<file path="src/hdl/psarl_pkg.sv">
`default_nettype none
// ----------------------------------------------------------------------------
// psarl_pkg
// Shared types and constants of the per-source admission rate limiter:
// table geometry, opcodes, decision codes, register indexes and the layout
// of one source table row.
// ----------------------------------------------------------------------------
package psarl_pkg;

   // table geometry and field widths
   localparam int TABLE_ENTRIES = 64;
   localparam int TIME_BITS     = 48;
   localparam int IDX_BITS      = $clog2(TABLE_ENTRIES);
   localparam int CNT_BITS      = $clog2(TABLE_ENTRIES + 1);
   localparam int TOK_BITS      = 48;
   localparam int SESS_BITS     = 16;
   localparam int COUNT_BITS    = 16;
   localparam int PERIOD_BITS   = 32;
   localparam int TRACK_BITS    = 7;
   localparam int CSR_IDX_BITS  = 3;
   localparam int CSR_DATA_BITS = 32;

   // operation codes
   typedef enum logic [1:0] {
      OP_ADMIT        = 2'd0,
      OP_RELEASE      = 2'd1,
      OP_DENIED_AUTH  = 2'd2,
      OP_EXHAUST_AUTH = 2'd3
   } op_type;

   // decision codes
   typedef enum logic [2:0] {
      DEC_ALLOWED    = 3'd0,
      DEC_GLOBAL     = 3'd1,
      DEC_TABLE_FULL = 3'd2,
      DEC_CONN_RATE  = 3'd3,
      DEC_AUTH_RATE  = 3'd4,
      DEC_PER_SOURCE = 3'd5
   } dec_type;

   // register indexes
   localparam logic [CSR_IDX_BITS-1:0] CSR_MAX_SESSIONS     = 3'd0;
   localparam logic [CSR_IDX_BITS-1:0] CSR_MAX_PER_SOURCE   = 3'd1;
   localparam logic [CSR_IDX_BITS-1:0] CSR_MAX_TRACKED      = 3'd2;
   localparam logic [CSR_IDX_BITS-1:0] CSR_CONN_RATE_COUNT  = 3'd3;
   localparam logic [CSR_IDX_BITS-1:0] CSR_CONN_RATE_PERIOD = 3'd4;
   localparam logic [CSR_IDX_BITS-1:0] CSR_AUTH_RATE_COUNT  = 3'd5;
   localparam logic [CSR_IDX_BITS-1:0] CSR_AUTH_RATE_PERIOD = 3'd6;

   // source key
   typedef struct packed {
      logic [63:0] key_high;
      logic [63:0] key_low;
      logic        key_is_v6;
      logic [31:0] key_scope;
   } key_type;

   // one table row
   typedef struct packed {
      key_type                key;
      logic [SESS_BITS-1:0]   sessions;
      logic [TIME_BITS-1:0]   seen_tick;
      logic [TOK_BITS-1:0]    conn_tok;
      logic [TIME_BITS-1:0]   conn_upd;
      logic [TOK_BITS-1:0]    auth_tok;
      logic [TIME_BITS-1:0]   auth_upd;
   } row_type;

   localparam int ROW_BITS = $bits(row_type);

   // controller to datapath
   typedef struct packed {
      logic load;
      logic scan_run;
      logic cap;
      logic resolve;
      logic elapsed;
      logic multiply;
      logic refill;
      logic apply;
   } dp_cmd_type;

   // datapath to controller
   typedef struct packed {
      logic scan_done;
      logic bucket_path;
   } dp_status_type;

endpackage
`default_nettype wire

</file>
<file path="src/hdl/psarl_ctrl.sv">
`default_nettype none
// ----------------------------------------------------------------------------
// psarl_ctrl
// Sequencer: accepts a request, walks the table scan, resolution, bucket
// refill and commit steps, and owns the response valid flag.
// ----------------------------------------------------------------------------
module psarl_ctrl (
   input  wire logic                     clock,
   input  wire logic                     reset,
   input  wire logic                     req_valid,
   output      logic                     req_ready,
   output      logic                     rsp_valid,
   input  wire logic                     rsp_ready,
   output      psarl_pkg::dp_cmd_type    cmd,
   input  wire psarl_pkg::dp_status_type status
);
   import psarl_pkg::*;

   typedef enum logic [2:0] {
      ST_IDLE, ST_SCAN, ST_CAP, ST_RESOLVE, ST_ELAPSED, ST_MUL, ST_REFILL, ST_APPLY
   } state_type;

   state_type state_ff, state_in;
   logic      rsp_valid_ff, rsp_valid_in;
   logic      slot_free;

   // result slot is free once the previous transaction has gone
   assign slot_free = !rsp_valid_ff || rsp_ready;

   // commands
   always_comb begin
      cmd          = '0;
      cmd.load     = (state_ff == ST_IDLE) && req_valid;
      cmd.scan_run = (state_ff == ST_SCAN);
      cmd.cap      = (state_ff == ST_CAP);
      cmd.resolve  = (state_ff == ST_RESOLVE);
      cmd.elapsed  = (state_ff == ST_ELAPSED);
      cmd.multiply = (state_ff == ST_MUL);
      cmd.refill   = (state_ff == ST_REFILL);
      cmd.apply    = (state_ff == ST_APPLY) && slot_free;
   end

   // next state
   always_comb begin
      state_in     = state_ff;
      rsp_valid_in = rsp_valid_ff && !rsp_ready;
      case (state_ff)
         ST_IDLE: begin
            if (req_valid) state_in = ST_SCAN;
         end
         ST_SCAN: begin
            if (status.scan_done) state_in = ST_CAP;
         end
         ST_CAP:     state_in = ST_RESOLVE;
         ST_RESOLVE: state_in = status.bucket_path ? ST_ELAPSED : ST_APPLY;
         ST_ELAPSED: state_in = ST_MUL;
         ST_MUL:     state_in = ST_REFILL;
         ST_REFILL:  state_in = ST_APPLY;
         ST_APPLY: begin
            if (slot_free) begin
               state_in     = ST_IDLE;
               rsp_valid_in = 1'b1;
            end
         end
         default: state_in = ST_IDLE;
      endcase
   end

   // state and registered outputs
   always_ff @(posedge clock) begin
      if (reset) begin
         state_ff     <= ST_IDLE;
         rsp_valid_ff <= 1'b0;
      end else begin
         state_ff     <= state_in;
         rsp_valid_ff <= rsp_valid_in;
      end
   end

   assign req_ready = (state_ff == ST_IDLE);
   assign rsp_valid = rsp_valid_ff;
endmodule
`default_nettype wire

</file>
<file path="config.mk">
export PLATFORM = sky130hd
export DESIGN_NAME = psarl_ctrl
export DESIGN_NICKNAME = d
export VERILOG_FILES = /design/src/hdl/psarl_pkg.sv /design/src/hdl/psarl_ctrl.sv
export SDC_FILE = /design/constraint.sdc
export NUM_CORES = 1
export LEC_CHECK = 0
export ABC_AREA = 1
export BUFFER_PORTS_ARGS = -buffer_cell sky130_fd_sc_hd__buf_2
export CORE_AREA = 8 8 45 47
export DETAILED_ROUTE_END_ITERATION = 12
export DIE_AREA = 0 0 53 55
export SLEW_MARGIN = 10
export SYNTH_ARGS = -nofsm -noshare
export SYNTH_HDL_FRONTEND = slang
export SYNTH_SLANG_ARGS = --single-unit
</file>
<file path="constraint.sdc">
create_clock -name clock -period 1.2 [get_ports clock]
set_clock_uncertainty 0.15 [all_clocks]
set_input_delay 0.06 -clock clock [delete_from_list [all_inputs] [get_ports clock]]
set_output_delay 0.06 -clock clock [all_outputs]
set_load 0.02 [all_outputs]
</file>
==> flow_metrics.tcl <==
set metrics [dict create \
    cts_hold_buf 1 \
    hold_violations 3 \
    diodes 0 \
    crit_arrival_ns 1.06 \
    vias 381 \
    dieHeight_um 55 \
    portBuffers 15 \
    core-area_mm2 0.00138 \
    layout_min_cycle_time_ns 1.27 \
    htree_levels 1 \
    avgSynthCellArea_um2 5.70 \
    layout.cells.non_filler 92 \
    dp.cells 86 \
    synthesis.area_um2 297 \
    synthFlopType "dfxtp_1" \
    cp.required_ns 0.99 \
    grt_pass1_wl_um 1580 \
    fin_util_pct 40.7 \
    grt_start_max_net_pins 7 \
    max_stage_delay_ns 0.38 \
    cap_violations 0 \
    setup_viol 7 \
    layout-drive-gt1-share_pct 59.2 \
    powerDensity_mw_per_mm2 1050 \
    start_util_pct 21.4 \
    start_kind "flip-flop" \
    synth_top_cell_by_area "dfxtp_1" \
    antenna_found_initial 0 \
    synth.ff_latch_count 4 \
    grt_setup_unrepaired "yes" \
    row_count 14 \
    track_usage_pct 7.15 \
    dieArea_mm2 0.00292 \
    synth.cells.most_frequent "inv_1 (14), nor2_1 (10), nand2_1 (8)" \
    cts.path.max_buffers 2 \
    yosysMostFrequentCell "inv_1" \
    syn_to_final_growth_pct 89.9 \
    ys_types 15 \
    slowest_stage "dfxtp_4" \
    clock_sinks 4 \
    antenna_left 0 \
    post-place-ws_ns -0.00460 \
    synth_edf_count 0 \
    slew_headroom_pct 85.4 \
    hold_class "primary input to flip-flop" \
    finalCritPeriodShare_pct 106 \
    drc 0 \
    synth.top_cell.area_share_pct 27.0 \
    numCtsBuffers 3 \
    viasPerCell 4.14 \
    vdd.ir_drop.worst_uv 362 \
    crit_type "flip-flop to primary output" \
    synth_area_leaders "dfxtp_1 (27%), inv_1 (18%), nor2_1 (13%)" \
    setup_tns_ns -0.313 \
    crit_path_cell_trace "nand2_4 -> nor2_4 -> inv_2 -> nor2_2 -> buf_4" \
    violations "negative hold slack, negative setup slack" \
    grt_pass1_vias 390 \
    postLayoutSetupSlackWorst_ns -0.0713 \
    cts_tree "done" \
    final_nets 84 \
    drtIter0Drc 3 \
    status "complete, but fails checks" \
    first_pass_iters 2 \
    ios 16 \
    clkTransAtPathRegs_ns 0.04 \
    synthCells 52 \
    crit_path_max_fanout 6 \
    seq_area_frac_synth_pct 27.0 \
    yosys_warnings 0 \
    cp-end-kind "primary output" \
    dieWidth_um 53 \
    grt.overflow.total 0 \
    async_reset_ff_share_pct 0 \
    hpwl_um 684 \
    whs_ns -0.0326 \
    wl_per_cell_um 10.4 \
    fmax_mhz 787 \
    syn_nets 58 \
    root_buffer "clkbuf_4" \
    gp_congestion 0.794 \
    wirelength_um 955 \
    worst_pin_slew_ns 0.218 \
    p_leak_nw 0.330 \
    insertion_delay_ns 0.25 \
    slew_viol_final 0 \
]
## timing repair
item / 4_1_cts / 5_1_grt
pin swaps: 1 / 3
hold endpoints to repair: 4 / 1
gates cloned: 0 / 0
setup buffers: 1 / 1
resized for setup: 27 / 7
endpoints found under the setup margin: 10 / 11
## cell usage in the layout (no fill, tap or decap), types with 2 or more instances in the layout
cell	Yosys	final
a21oi_2	1	2
buf_2	0	6
buf_4	0	10
buf_6	0	4
clkbuf_4	0	3
dfxtp_4	0	3
inv_1	14	11
inv_2	1	3
nand2_1	8	7
nand2_4	0	2
nand3_1	4	3
nand3_2	1	2
nor2_1	10	6
nor2_2	1	3
nor2_4	0	2
## report_power, final
part / internal (W) / total, W / switching (W) / leakage (nW)
registers: 0.000147 / 0.000172 / 0.0000251 / 0.0353
clock network: 0.000113 / 0.000177 / 0.0000646 / 0.0138
logic: 0.000109 / 0.000241 / 0.000131 / 0.281
total: 0.000369 / 0.000590 / 0.000221 / 0.330
## through the flow
step	total power (W)	instance area (µm²)
detailed placement	0.000355	419
CTS	0.000589	536
finish	0.000590	563
global route	0.000637	563
global placement	0.000353	419
floorplan	0.000284	302
## area by class of cell
cell class	count	area, µm²
Fill cell	152	821
Multi-Input combinational cell	33	206
Timing Repair Buffer	21	160
Sequential cell	4	92.6
Inverter	15	61.3
Clock buffer	3	22.5
Tap cell	16	20.0
## cell families after synthesis
kind of cell | share of synthesized area (%)
flops | 27.0
simple gates | 40.9
compound gates | 13.1
buf+inv | 19.0
## flip-flops by register name, summed over array words and instances (netlist names)
signal     cells
rsp_valid      1
state_ff       3
## final timing paths
path                       startpoint                        to  slack, ns  cells after the start
max          state_ff[1]$_SDFFE_PP0P_                    cmd[0]      -0.07                      5
min                         rsp_ready      rsp_valid$_SDFF_PP0_      -0.03                      4
max reg2reg  state_ff[1]$_SDFFE_PP0P_  state_ff[1]$_SDFFE_PP0P_      -0.02                      8
min reg2reg      rsp_valid$_SDFF_PP0_      rsp_valid$_SDFF_PP0_       0.43                      4
## metal layers
layer | global-route usage [%] | wire, µm | vias up
li1 | - | - | 208
met1 | 7.72 | 415 | 161
met2 | 11.5 | 474 | 10
met3 | 1.60 | 42 | 2
met4 | 6.47 | 22 | 0
met5 | 0 | 0 | -
## worst max-delay path, delay by kind of cell (launching register included)
kind / cells / cell delay (ns)
buffers and inverters: 2 / 0.19
DFF: 1 / 0.38
and+or+nand+nor: 3 / 0.25
(Power assumes the default switching activity.)
